`src/hdl/jmsp_pkg.sv`:
```
// ----------------------------------------------------------------------------
// jmsp_pkg
// Shared types and constants for the JPEG marker segment parser.
// ----------------------------------------------------------------------------
package jmsp_pkg;

    localparam logic [7:0] BYTE_FF   = 8'hFF;
    localparam logic [7:0] BYTE_00   = 8'h00;
    localparam logic [7:0] MK_SOI    = 8'hD8;
    localparam logic [7:0] MK_SOF0   = 8'hC0;
    localparam logic [7:0] MK_DHT    = 8'hC4;
    localparam logic [7:0] MK_DQT    = 8'hDB;
    localparam logic [7:0] MK_SOS    = 8'hDA;
    localparam logic [7:0] MK_DRI    = 8'hDD;
    localparam logic [7:0] MK_EOI    = 8'hD9;
    localparam logic [7:0] MK_RST_LO = 8'hD0;
    localparam logic [7:0] MK_RST_HI = 8'hD7;

    localparam logic [15:0] DQT_DEC_NARROW = 16'd65;
    localparam logic [15:0] DQT_DEC_WIDE   = 16'd129;
    localparam logic [11:0] DQT_ENTRIES    = 12'd64;
    localparam logic [11:0] DHT_COUNTS     = 12'd16;

    typedef enum logic [3:0] {
        EV_HEIGHT     = 4'd0,
        EV_WIDTH      = 4'd1,
        EV_COMP_COUNT = 4'd2,
        EV_COMP_INFO  = 4'd3,
        EV_QUANT      = 4'd4,
        EV_HUFF_HDR   = 4'd5,
        EV_CODE_COUNT = 4'd6,
        EV_SYMBOL     = 4'd7,
        EV_DATA       = 4'd8,
        EV_FINISHED   = 4'd9,
        EV_ERROR      = 4'd10
    } event_t;

    typedef struct packed {
        event_t      event_res;
        logic [3:0]  table_id;
        logic [3:0]  table_class;
        logic [11:0] item_index;
        logic [15:0] value;
        logic [3:0]  h_factor;
        logic [3:0]  v_factor;
        logic        stream_end;
    } result_t;

endpackage

```
`src/hdl/jpeg_marker_segment_parser_unit.sv`:
```
// A result is registered twice: its byte is held in the input register, then the result goes into the buffer.
// Throughput: one byte per cycle while the receiver keeps up; each byte
// updates the state once out of the input register into a two-entry buffer.
// Bytes that produce no result leave the buffer untouched.
// Reset (rst_n low, asynchronous) returns the parser to the start-of-image
// check and empties both input register and result buffer.
// ----------------------------------------------------------------------------
// jpeg_marker_segment_parser_unit
// Byte-serial JPEG marker and segment parser, at most one event per transaction.
// ----------------------------------------------------------------------------
module jpeg_marker_segment_parser_unit
(
    input  logic        clk,
    input  logic        rst_n,
    input  logic        in_valid,
    output logic        in_stall,
    input  logic [7:0]  byte_value,
    output logic        out_valid,
    input  logic        out_stall,
    output logic [3:0]  event_res,
    output logic [3:0]  table_id,
    output logic [3:0]  table_class,
    output logic [11:0] item_index,
    output logic [15:0] value,
    output logic [3:0]  h_factor,
    output logic [3:0]  v_factor,
    output logic        stream_end
);

    logic              res_room;
    logic              res_push;
    jmsp_pkg::result_t res_data;
    jmsp_pkg::result_t out_data;

    jmsp_core u_core
    (
        .clk        (clk),
        .rst_n      (rst_n),
        .in_valid   (in_valid),
        .in_stall   (in_stall),
        .byte_value (byte_value),
        .res_room   (res_room),
        .res_push   (res_push),
        .res_data   (res_data)
    );

    jmsp_out_fifo u_out_fifo
    (
        .clk       (clk),
        .rst_n     (rst_n),
        .push      (res_push),
        .push_data (res_data),
        .room      (res_room),
        .out_valid (out_valid),
        .out_stall (out_stall),
        .out_data  (out_data)
    );

    assign event_res   = out_data.event_res;
    assign table_id    = out_data.table_id;
    assign table_class = out_data.table_class;
    assign item_index  = out_data.item_index;
    assign value       = out_data.value;
    assign h_factor    = out_data.h_factor;
    assign v_factor    = out_data.v_factor;
    assign stream_end  = out_data.stream_end;

endmodule

```
`src/hdl/jmsp_out_fifo.sv`:
```
// ----------------------------------------------------------------------------
// jmsp_out_fifo
// Two-entry result buffer that decouples the parser from the output stall.
// ----------------------------------------------------------------------------
module jmsp_out_fifo
(
    input  logic              clk,
    input  logic              rst_n,
    input  logic              push,
    input  jmsp_pkg::result_t push_data,
    output logic              room,
    output logic              out_valid,
    input  logic              out_stall,
    output jmsp_pkg::result_t out_data
);

    jmsp_pkg::result_t slot_reg [2];
    logic              wr_ptr_reg;
    logic              rd_ptr_reg;
    logic [1:0]        count_reg;
    logic              pop;

    assign room      = (count_reg != 2'd2);
    assign out_valid = (count_reg != 2'd0);
    assign out_data  = slot_reg[rd_ptr_reg];
    assign pop       = out_valid && !out_stall;

    always_ff @(posedge clk or negedge rst_n)
    begin
        if (!rst_n)
        begin
            wr_ptr_reg <= 1'b0;
            rd_ptr_reg <= 1'b0;
            count_reg  <= 2'd0;
        end
        else
        begin
            if (push)
            begin
                wr_ptr_reg <= !wr_ptr_reg;
            end
            if (pop)
            begin
                rd_ptr_reg <= !rd_ptr_reg;
            end
            if (push && !pop)
            begin
                count_reg <= count_reg + 2'd1;
            end
            else if (pop && !push)
            begin
                count_reg <= count_reg - 2'd1;
            end
        end
    end

    always_ff @(posedge clk)
    begin
        if (push)
        begin
            slot_reg[wr_ptr_reg] <= push_data;
        end
    end

endmodule

```
`src/hdl/jmsp_core.sv`:
```
// ----------------------------------------------------------------------------
// jmsp_core
// Input byte register and the marker/segment state machine.
// ----------------------------------------------------------------------------
module jmsp_core
(
    input  logic              clk,
    input  logic              rst_n,
    input  logic              in_valid,
    output logic              in_stall,
    input  logic [7:0]        byte_value,
    input  logic              res_room,
    output logic              res_push,
    output jmsp_pkg::result_t res_data
);

    typedef enum logic [4:0] {
        P_SOI1, P_SOI2, P_FF, P_CODE, P_LEN_HI, P_LEN_LO,
        P_SOF_PREC, P_SOF_H_HI, P_SOF_H_LO, P_SOF_W_HI, P_SOF_W_LO, P_SOF_NC,
        P_SOF_CID, P_SOF_SAMP, P_SOF_TQ,
        P_DQT_PT, P_DQT_E_HI, P_DQT_E_LO,
        P_DHT_TC, P_DHT_CNT, P_DHT_SYM,
        P_SOS_SKIP, P_SOS_DATA, P_SOS_FF, P_SKIP, P_DONE
    } phase_t;

    logic        in_full_reg;
    logic [7:0]  byte_reg;
    logic        advance;

    phase_t      phase_reg,         phase_next;
    logic [7:0]  marker_code_reg,   marker_code_next;
    logic [15:0] seg_rem_reg,       seg_rem_next;
    logic [11:0] field_cnt_reg,     field_cnt_next;
    logic [7:0]  held_hi_reg,       held_hi_next;
    logic        wide_reg,          wide_next;
    logic [3:0]  cur_table_reg,     cur_table_next;
    logic [7:0]  comp_total_reg,    comp_total_next;
    logic [15:0] comp_hold_reg,     comp_hold_next;
    logic [11:0] sym_total_reg,     sym_total_next;

    logic [11:0] cnt_inc;
    logic [15:0] word;
    logic [15:0] len_m2;
    logic [15:0] rem_dec;
    logic [15:0] dqt_dec;
    logic        emit;
    jmsp_pkg::result_t res;

    assign in_stall = in_full_reg && !res_room;
    assign advance  = in_full_reg && res_room;
    assign res_push = advance && emit;
    assign res_data = res;

    assign cnt_inc = field_cnt_reg + 12'd1;
    assign word    = {held_hi_reg, byte_reg};
    assign len_m2  = word - 16'd2;
    assign rem_dec = seg_rem_reg - 16'd1;
    assign dqt_dec = wide_reg ? jmsp_pkg::DQT_DEC_WIDE : jmsp_pkg::DQT_DEC_NARROW;

    always_comb
    begin
        phase_next       = phase_reg;
        marker_code_next = marker_code_reg;
        seg_rem_next     = seg_rem_reg;
        field_cnt_next   = field_cnt_reg;
        held_hi_next     = held_hi_reg;
        wide_next        = wide_reg;
        cur_table_next   = cur_table_reg;
        comp_total_next  = comp_total_reg;
        comp_hold_next   = comp_hold_reg;
        sym_total_next   = sym_total_reg;
        emit             = 1'b0;
        res              = '0;

        unique case (phase_reg)
            P_SOI1, P_SOI2, P_FF:
            begin
                if ((phase_reg == P_SOI2) ? (byte_reg != jmsp_pkg::MK_SOI)
                                          : (byte_reg != jmsp_pkg::BYTE_FF))
                begin
                    phase_next     = P_DONE;
                    emit           = 1'b1;
                    res.event_res  = jmsp_pkg::EV_ERROR;
                    res.stream_end = 1'b1;
                end
                else
                begin
                    phase_next = (phase_reg == P_SOI1) ? P_SOI2 :
                                 (phase_reg == P_SOI2) ? P_FF : P_CODE;
                end
            end
            P_CODE:
            begin
                marker_code_next = byte_reg;
                phase_next       = P_LEN_HI;
            end
            P_LEN_HI, P_SOF_H_HI, P_SOF_W_HI:
            begin
                held_hi_next = byte_reg;
                phase_next   = (phase_reg == P_LEN_HI)   ? P_LEN_LO :
                               (phase_reg == P_SOF_H_HI) ? P_SOF_H_LO : P_SOF_W_LO;
            end
            P_LEN_LO:
            begin
                seg_rem_next = len_m2;
                priority if (marker_code_reg == jmsp_pkg::MK_DRI)
                begin
                    phase_next     = P_DONE;
                    emit           = 1'b1;
                    res.event_res  = jmsp_pkg::EV_FINISHED;
                    res.stream_end = 1'b1;
                end
                else if (marker_code_reg == jmsp_pkg::MK_SOF0)
                begin
                    phase_next = P_SOF_PREC;
                end
                else if (marker_code_reg == jmsp_pkg::MK_DQT)
                begin
                    phase_next = (len_m2 != 16'd0) ? P_DQT_PT : P_FF;
                end
                else if (marker_code_reg == jmsp_pkg::MK_DHT)
                begin
                    phase_next = P_DHT_TC;
                end
                else if (marker_code_reg == jmsp_pkg::MK_SOS)
                begin
                    phase_next = (len_m2 != 16'd0) ? P_SOS_SKIP : P_SOS_DATA;
                end
                else
                begin
                    phase_next = (len_m2 != 16'd0) ? P_SKIP : P_FF;
                end
            end
            P_SOF_PREC:
            begin
                phase_next = P_SOF_H_HI;
            end
            P_SOF_H_LO, P_SOF_W_LO:
            begin
                phase_next    = (phase_reg == P_SOF_H_LO) ? P_SOF_W_HI : P_SOF_NC;
                emit          = 1'b1;
                res.event_res = (phase_reg == P_SOF_H_LO) ? jmsp_pkg::EV_HEIGHT
                                                          : jmsp_pkg::EV_WIDTH;
                res.value     = word;
            end
            P_SOF_NC:
            begin
                comp_total_next = byte_reg;
                field_cnt_next  = 12'd0;
                phase_next      = (byte_reg != 8'd0) ? P_SOF_CID : P_FF;
                emit            = 1'b1;
                res.event_res   = jmsp_pkg::EV_COMP_COUNT;
                res.value       = {8'd0, byte_reg};
            end
            P_SOF_CID:
            begin
                comp_hold_next = {byte_reg, 8'd0};
                phase_next     = P_SOF_SAMP;
            end
            P_SOF_SAMP:
            begin
                comp_hold_next = {comp_hold_reg[15:8], byte_reg};
                phase_next     = P_SOF_TQ;
            end
            P_SOF_TQ:
            begin
                field_cnt_next = cnt_inc;
                phase_next     = (cnt_inc == {4'd0, comp_total_reg}) ? P_FF : P_SOF_CID;
                emit           = 1'b1;
                res.event_res  = jmsp_pkg::EV_COMP_INFO;
                res.table_id   = byte_reg[3:0];
                res.item_index = field_cnt_reg;
                res.value      = {8'd0, comp_hold_reg[15:8]};
                res.h_factor   = comp_hold_reg[7:4];
                res.v_factor   = comp_hold_reg[3:0];
            end
            P_DQT_PT:
            begin
                cur_table_next = byte_reg[3:0];
                wide_next      = (byte_reg[7:4] != 4'd0);
                field_cnt_next = 12'd0;
                phase_next     = P_DQT_E_HI;
            end
            P_DQT_E_HI, P_DQT_E_LO:
            begin
                if (phase_reg == P_DQT_E_HI && wide_reg)
                begin
                    held_hi_next = byte_reg;
                    phase_next   = P_DQT_E_LO;
                end
                else
                begin
                    emit           = 1'b1;
                    res.event_res  = jmsp_pkg::EV_QUANT;
                    res.table_id   = cur_table_reg;
                    res.item_index = field_cnt_reg;
                    res.value      = (phase_reg == P_DQT_E_LO) ? word : {8'd0, byte_reg};
                    field_cnt_next = cnt_inc;
                    phase_next     = P_DQT_E_HI;
                    if (cnt_inc == jmsp_pkg::DQT_ENTRIES)
                    begin
                        // clamp the remainder at zero on a short segment
                        if (seg_rem_reg > dqt_dec)
                        begin
                            seg_rem_next = seg_rem_reg - dqt_dec;
                            phase_next   = P_DQT_PT;
                        end
                        else
                        begin
                            seg_rem_next = 16'd0;
                            phase_next   = P_FF;
                        end
                    end
                end
            end
            P_DHT_TC:
            begin
                cur_table_next  = byte_reg[3:0];
                field_cnt_next  = 12'd0;
                sym_total_next  = 12'd0;
                phase_next      = P_DHT_CNT;
                emit            = 1'b1;
                res.event_res   = jmsp_pkg::EV_HUFF_HDR;
                res.table_id    = byte_reg[3:0];
                res.table_class = byte_reg[7:4];
            end
            P_DHT_CNT:
            begin
                emit           = 1'b1;
                res.event_res  = jmsp_pkg::EV_CODE_COUNT;
                res.item_index = field_cnt_reg;
                res.value      = {8'd0, byte_reg};
                sym_total_next = sym_total_reg + {4'd0, byte_reg};
                field_cnt_next = cnt_inc;
                if (cnt_inc >= jmsp_pkg::DHT_COUNTS)
                begin
                    field_cnt_next = 12'd0;
                    phase_next     = (sym_total_next != 12'd0) ? P_DHT_SYM : P_FF;
                end
            end
            P_DHT_SYM:
            begin
                emit           = 1'b1;
                res.event_res  = jmsp_pkg::EV_SYMBOL;
                res.item_index = field_cnt_reg;
                res.value      = {8'd0, byte_reg};
                field_cnt_next = cnt_inc;
                if (cnt_inc == sym_total_reg)
                begin
                    phase_next = P_FF;
                end
            end
            P_SOS_SKIP, P_SKIP:
            begin
                seg_rem_next = rem_dec;
                if (rem_dec == 16'd0)
                begin
                    phase_next = (phase_reg == P_SKIP) ? P_FF : P_SOS_DATA;
                end
            end
            P_SOS_DATA:
            begin
                if (byte_reg == jmsp_pkg::BYTE_FF)
                begin
                    phase_next = P_SOS_FF;
                end
                else
                begin
                    emit          = 1'b1;
                    res.event_res = jmsp_pkg::EV_DATA;
                    res.value     = {8'd0, byte_reg};
                end
            end
            P_SOS_FF:
            begin
                priority if (byte_reg == jmsp_pkg::BYTE_00)
                begin
                    phase_next    = P_SOS_DATA;
                    emit          = 1'b1;
                    res.event_res = jmsp_pkg::EV_DATA;
                    res.value     = {8'd0, jmsp_pkg::BYTE_FF};
                end
                else if (byte_reg == jmsp_pkg::MK_EOI)
                begin
                    phase_next     = P_DONE;
                    emit           = 1'b1;
                    res.event_res  = jmsp_pkg::EV_FINISHED;
                    res.stream_end = 1'b1;
                end
                else if (byte_reg >= jmsp_pkg::MK_RST_LO && byte_reg <= jmsp_pkg::MK_RST_HI)
                begin
                    // drop restart markers
                    phase_next = P_SOS_DATA;
                end
                else
                begin
                    phase_next     = P_DONE;
                    emit           = 1'b1;
                    res.event_res  = jmsp_pkg::EV_DATA;
                    res.value      = {8'd0, byte_reg};
                    res.stream_end = 1'b1;
                end
            end
            default:
            begin
                phase_next = P_DONE;
            end
        endcase
    end

    always_ff @(posedge clk or negedge rst_n)
    begin
        if (!rst_n)
        begin
            in_full_reg     <= 1'b0;
            phase_reg       <= P_SOI1;
            marker_code_reg <= 8'd0;
            seg_rem_reg     <= 16'd0;
            field_cnt_reg   <= 12'd0;
            held_hi_reg     <= 8'd0;
            wide_reg        <= 1'b0;
            cur_table_reg   <= 4'd0;
            comp_total_reg  <= 8'd0;
            comp_hold_reg   <= 16'd0;
            sym_total_reg   <= 12'd0;
        end
        else
        begin
            if (in_valid && !in_stall)
            begin
                in_full_reg <= 1'b1;
            end
            else if (advance)
            begin
                in_full_reg <= 1'b0;
            end
            if (advance)
            begin
                phase_reg       <= phase_next;
                marker_code_reg <= marker_code_next;
                seg_rem_reg     <= seg_rem_next;
                field_cnt_reg   <= field_cnt_next;
                held_hi_reg     <= held_hi_next;
                wide_reg        <= wide_next;
                cur_table_reg   <= cur_table_next;
                comp_total_reg  <= comp_total_next;
                comp_hold_reg   <= comp_hold_next;
                sym_total_reg   <= sym_total_next;
            end
        end
    end

    always_ff @(posedge clk)
    begin
        if (in_valid && !in_stall)
        begin
            byte_reg <= byte_value;
        end
    end

endmodule
```
`config.mk`:
```
export PLATFORM = sky130hd
export DESIGN_NAME = jpeg_marker_segment_parser_unit
export DESIGN_NICKNAME = d
export VERILOG_FILES = /design/src/hdl/jmsp_pkg.sv /design/src/hdl/jpeg_marker_segment_parser_unit.sv /design/src/hdl/jmsp_out_fifo.sv /design/src/hdl/jmsp_core.sv
export SDC_FILE = /design/constraint.sdc
export NUM_CORES = 1
export LEC_CHECK = 0
export BUFFER_PORTS_ARGS = -buffer_cell sky130_fd_sc_hd__clkbuf_2
export CAP_MARGIN = 0
export CORE_MARGIN = 5
export CORE_UTILIZATION = 45
export DETAILED_ROUTE_END_ITERATION = 16
export HOLD_SLACK_MARGIN = 0.03
export SLEW_MARGIN = 5
export SYNTH_ARGS = -nofsm -noshare
export SYNTH_HDL_FRONTEND = slang
export SYNTH_SLANG_ARGS = --single-unit
```
`constraint.sdc`:
```
create_clock -name clk -period 6.9 [get_ports clk]
set_input_delay 0.69 -clock clk [delete_from_list [all_inputs] [get_ports clk]]
set_output_delay 0.69 -clock clk [all_outputs]
set_load 0.02 [all_outputs]
```
# Word level (Yosys, flattened, before mapping)
# Memories as Yosys holds them, arrays and structs flattened.
# Index checks and enable logic that the tools add are counted.
# W data, S select, Z words.
# totals
reg_bits,103
ram_bits,98
inputBits,12
output_inout_bits,51
word_cells,205
mem_count,1
# op_classes
n_addsub,7
n_lt_le_gt_ge,4
n_eq_ne,44
n_mux,78
bitwise_logic,1
n_reduce_logical,54
# mem_list
name,words,width,rd,rd_ports_with_merged_regs,write_ports,line,rtl
u_out_fifo.slot_reg,2,49,1,0,1,jmsp_out_fifo.sv:17,jmsp_pkg::result_t slot_reg [2];
# op_table
cell,n
$mux W16,6
$pmux W16 S6,1
$mux W5,19
$pmux W5 S18,1
$eq A8 B8 Y1 const B,7
$mux W4,12
$pmux W12 S2,2
$pmux W12 S4,1
$pmux W16 S3,1
$eq A5 B5 Y1 const B,9
$pmux W4 S11,1
$eq A5 B4 Y1 const B,8
$mux W8,5
$pmux W16 S2,1
$mux W28,1
$mux W12,2
$eq A5 B3 Y1 const B,4
$gt A16 B16 Y1,1
$logic_not A16 Y1,1
$ne A8 B8 Y1 const B,2
$pmux W8 S2,1
$reduce_bool A16 Y1,1
$sub A16 B1 Y16 const B,1
$sub A16 B16 Y16,1
38 further kinds,99

# Depth between registers and ports, before layout
# logic_depth
depth_word,11
mapped_depth,13
mapped_depth_nobuf,11

# Cells and area by module
# A second synthesis with hierarchy kept.
# unflattened
hier_cells,1075
area_unflattened_um2,11547.3
# modules_own_cells
module,n_inst,cells_per_inst,area_each_um2,seq_area_each_um2
jmsp_core,1,906,7563.5,2517.4
jmsp_out_fifo,1,169,3983.8,3042.9

# Least setup slack after synthesis
# No wires, ideal clock.
# synth_timing
kind,register -> register
from,reg u_core.phase_reg[0]
to,mem u_out_fifo.slot_reg[0][0] (netlist name) (enable)
setup_ns,0.456
t_arrival_ns,3.852
t_required_ns,6.444
slack_ns,2.593
stages_incl_launch_ff,9
path_buffers,1
period_less_slack_ns,4.307
cell_sequence,dfrtp_1 clkbuf_1 nor3b_1 a21o_1 a21oi_1 o41a_1 nand4_1 nand2_1 nor2_1
# synth_between
elab_chain_len,7
elab_cells_between_ends,26
cone_classes,eq/ne (14); mux (6); reduce/logical (6)
# synth_rtl
item,line,rtl
from (decl),jmsp_core.sv:30,"phase_t phase_reg, phase_next;"
from (signal assigned),jmsp_core.sv:339,phase_reg <= phase_next;
$eq A5 B1 Y1 or $eq A5 B5 Y1 (tied branches),"jmsp_core.sv:75, jmsp_core.sv:78, jmsp_core.sv:186",
$mux W1 or $logic_and A1 B1 Y1 (tied branches),"jmsp_core.sv:78, jmsp_core.sv:186",
"$mux W1, on equally long branches","jmsp_core.sv:78, jmsp_core.sv:186",
$pmux W1 S6 *,jmsp_core.sv:75,unique case (phase_reg)
$logic_and A1 B1 Y1 *,jmsp_core.sv:51,assign res_push = advance && emit;
$mux W1 *,jmsp_out_fifo.sv:59,if (push)
$mux W1 (not written as such) *,jmsp_out_fifo.sv:61,slot_reg[wr_ptr_reg] <= push_data;
to (decl),jmsp_out_fifo.sv:17,
# Mark *: on every way between the ends. The rest lies on a longest branch, timed or not.

# Final worst setup path
# layout_timing
from,reg u_core.field_cnt_reg[0]
to,reg u_core.seg_rem_reg[0]
# layout_between
elab_chain_len,4
# layout_rtl
item,line,rtl
from (decl),jmsp_core.sv:33,"logic [11:0] field_cnt_reg, field_cnt_next;"
from (signal assigned),jmsp_core.sv:342,field_cnt_reg <= field_cnt_next;
$add A12 B1 Y12,jmsp_core.sv:54,assign cnt_inc = field_cnt_reg + 12'd1;
$eq A12 B7 Y1,jmsp_core.sv:200,if (cnt_inc == jmsp_pkg::DQT_ENTRIES)
$ne A2 B1 Y1 (no line),n/a,
$reduce_and A4 Y1 (no line),n/a,
to (signal assigned),jmsp_core.sv:341,seg_rem_reg <= seg_rem_next;
to (decl),jmsp_core.sv:32,"logic [15:0] seg_rem_reg, seg_rem_next;"
# Every way passes these cells.
# A chain may end at the register's enable or synchronous reset.

==> results.md <==
- Total GRT Usage: 0.2000
- Critical path data arrival time: 4320 ps
- Synth async-reset ratio: 0.4726
- Hold Buf Count CTS: 0
- Clock power share: 0.209
- Synth area leaders: edfxtp_1 28%, dfrtp_1 21%, mux2_2 7.7%
- Post-placement cell count: 1438
- Mux share of post-synthesis cell area: 0.08184
- CP Class: flop to flop
- Most frequent cells after synthesis: 106 x edfxtp_1, 98 x nand2_1, 95 x dfrtp_1
- Iter 0 DRT Violations: 852
- Setup TNS: 0 ps
- Antenna violations before repair: 0
- Worst Tran Pin Value: 1040 ps
- Max stage delay on crit path: 750 ps
- Met3 Track Usage GR: 0.02919
- Syn. warnings: 0
- Met2 Use GR: 0.3010
- H-tree Lvls: 1
- Post-synth EDFFs: 106
- Clock Path Buffers: 3
- Die area: 0.02849 mm²
- Postcts setup bufs: 0
- Layout area overhead: 11.06%
- Final Max Slew Viols: 0
- Port Buf Inserts: 62
- Final wirelength: 29160 µm
- Cell family with most CP delay: simple AND/OR/NAND/NOR gates
- Cell taking the most area after synthesis: edfxtp_1
- Multi-input logic area: 0.005405 mm²
- Root Buffer: clkbuf_16
- Die Ht: 168.8 µm
- Crit. Startpoint: u_core.field_cnt_reg[0]
- Final setup fails: 0
- Post-Layout Cell Count: 1479
- Int Power: 3.343 mW
- Power Density: 449.0 mW/mm²
- M1 GR Usage: 0.3055
- Hold crit path type: input port to asynchronous set/reset pin
- Adder-Cell Fraction of Synth Area: 0.01941
- CP cell instances: ha_1, and4_1, nand2_1, xor2_1, or4b_1, or2_1, a221o_1, or3_1, o21ai_1
- Grt ovf: 0
- Final worst slack: 3008 ps
- Relative slew slack: 0.3065
- Worst slack, placed: 3061 ps
- Worst path depth: 9
- Nets: 1162
- WP data required: 7330 ps
- Global route hottest layer: met1
- Period Utilization, post-route: 0.5641
- Synthesized instance count: 1107
- Status: completed
- Die X-Extent: 168.8 µm
- Worst Setup EP: u_core.seg_rem_reg[0]
- CTS buffer count: 23
- Layout cell share with drive strength beyond 1: 0.1741
- Clk slew on worst S/H paths: 60 ps
- Max reg flops: 98
- Gate power share: 0.424
- Clk_skew: 8.535 ps
- Syn nets: 1136
- Vias per cell: 5.943
- Crit Path Max Fanout: 32
- Max-Cap Viols: 0
- Xor and xnor area share after synthesis: 0.05029
- Drt pass-1 iters: 5
- Fin util: 0.5032
- CTS tree: yes
- # resized after CTS: 0
- Filler Cell Count: 2321
- First-pass GRT wire length: 46100 µm
- Sw power: 2.315 mW
- Compound-Gate Fraction of Synth Area: 0.1526
- P_leak: 4.838 nW
- Worst setup SP type: flop
- Register-to-register setup slack: 3010 ps
- Seq. cell area: 0.005562 mm²
- Setup repair after global routing missed its margin: no
- DR vias: 8790
- Synthesized area: 0.01134 mm²
- Synth cell types: 83
- Antenna fix cells: 0
- Largest family of logic cells by synthesized area: simple AND/OR/NAND/NOR gates
- IR drop worst, VDD: 0.2831 mV
- # IOs: 63
- DR WL/cell: 19.71 µm
- Worst Path Buf+Inv: 0
- FMAX: 0.2569 GHz
- Syn Area/Cell: 10.25 µm²
- Seq/Total Area, Yosys: 0.4901
- # clock sinks: 201
- Largest net degree at the start of global routing: 70
- Ys flop type: edfxtp_1
- Setup crit end kind: flop
- Register bit total from synthesis: 201
- Final hold vios: 0
- GPL Wtd Cong: 0.9808
- Sequential power share: 0.367
- Synth Area in Simple Gates: 0.1711
- DRT antenna net count: 0
- # DRC: 0
- Post-layout min period: 3892 ps
- Clock latency on the worst-skew pair: 510 ps
- Vias in the first global route: 8216
- Slowest CP cell: a221o_1
- DP Wirelength: 20070 µm
- Count leader, synth: edfxtp_1
- Area of the core: 0.02504 mm²
- Worst r2r dst: u_core.seg_rem_reg[0]
- Worst Reg-to-Reg Cells: 9
- Synth top area share: 0.2806
- Initial core utilization: 0.4531
- Sw Share: 0.4091
- Origin of the critical flop-to-flop path: u_core.field_cnt_reg[0]
- Row cnt: 58
==> power by group through the flow <==
stage / clock, mW / combinational, mW / sequential [mW]
6_report: 1.18 / 2.40 / 2.08
5_1_grt: 1.27 / 2.62 / 2.13
4_1_cts: 1.21 / 2.40 / 2.07
3_5_place_dp: 0 / 2.39 / 2.09
3_3_place_gp: 0 / 2.38 / 2.08
2_1_floorplan: 0 / 1.90 / 1.89
==> routing by layer <==
metal / vias up / part of all wire / wire length [µm]
met1: 4230 / 0.48 / 13990
met3: 45 / 0.069 / 2014
met2: 348 / 0.43 / 12530
met5: - / 0 / 0
met4: 0 / 0.021 / 617
li1: 4167 / - / -
==> cell families after synthesis <==
| logic type | count (synthesis) |
|---|---|
| AND/OR/NAND/NOR | 381 |
| AO/OA/AOI/OAI | 268 |
| flip-flops | 201 |
| buffers and inverters | 96 |
| multiplexers | 83 |
| XOR/XNOR | 61 |
| adder cells (fa/ha/maj) | 17 |
==> worst min-delay path by stage <==
stage / cells past startpoint / slack, ps / to
after floorplan: 0 / 390 / u_core.comp_hold_reg[0]
after detailed placement: 2 / 460 / u_core.comp_hold_reg[1]
final: 1 / 110 / u_core.sym_total_reg[8]
after CTS: 1 / 110 / u_core.seg_rem_reg[3]
after global routing: 1 / 130 / u_core.sym_total_reg[8]
after global placement: 2 / 460 / u_core.comp_hold_reg[5]
==> cells in the final DEF, fill, tap and decap left out, types with 6 or more instances in the layout <==
| master | synthesis | layout |
|---|---|---|
| o22ai_1 | 15 | 15 |
| nand2b_1 | 12 | 12 |
| a21oi_1 | 46 | 46 |
| nand4_1 | 15 | 15 |
| or3_1 | 11 | 11 |
| clkbuf_2 | 1 | 61 |
| nand3_1 | 26 | 26 |
| nand2_1 | 98 | 98 |
| and3_1 | 8 | 7 |
| a21o_1 | 6 | 6 |
| mux2_2 | 78 | 78 |
| ha_1 | 16 | 16 |
| and2_1 | 37 | 37 |
| dfrtp_1 | 95 | 94 |
| nor3_1 | 31 | 30 |
| edfxtp_1 | 106 | 106 |
| clkbuf_16 | 0 | 23 |
| o211ai_1 | 9 | 9 |
| a31oi_1 | 9 | 9 |
| xnor2_1 | 32 | 32 |
| o21ai_1 | 30 | 30 |
| nor2_1 | 83 | 82 |
| o21ai_0 | 65 | 65 |
| xor2_1 | 26 | 26 |
| nor4_1 | 13 | 13 |
| buf_4 | 1 | 13 |
| a211oi_1 | 7 | 7 |
| inv_1 | 21 | 21 |
| nor2b_1 | 8 | 8 |
| a22o_1 | 9 | 9 |
| o31ai_1 | 10 | 10 |
| nor3b_1 | 7 | 7 |
| a221o_1 | 8 | 8 |
==> cell type report <==
| cell class | count | area share |
|---|---|---|
| sequential | 201 | 0.4414 |
| multi-input combinational | 810 | 0.4290 |
| clock buffer | 29 | 0.04826 |
| tap | 330 | 0.03277 |
| timing repair buffer | 74 | 0.03198 |
| clock inverter | 12 | 0.009732 |
| inverter | 23 | 0.006852 |
==> through the flow <==
stage                     cell area [µm²]  hold WS [ps]  power, mW
after floorplan                     11340         394.4      3.793
after global placement              11870         457.2      4.463
after detailed placement            11870         461.2      4.482
after CTS                           12600         112.2      5.687
after global routing                12600         133.6      6.021
final                               12600         109.1      5.658
(Power assumes the default switching activity.)
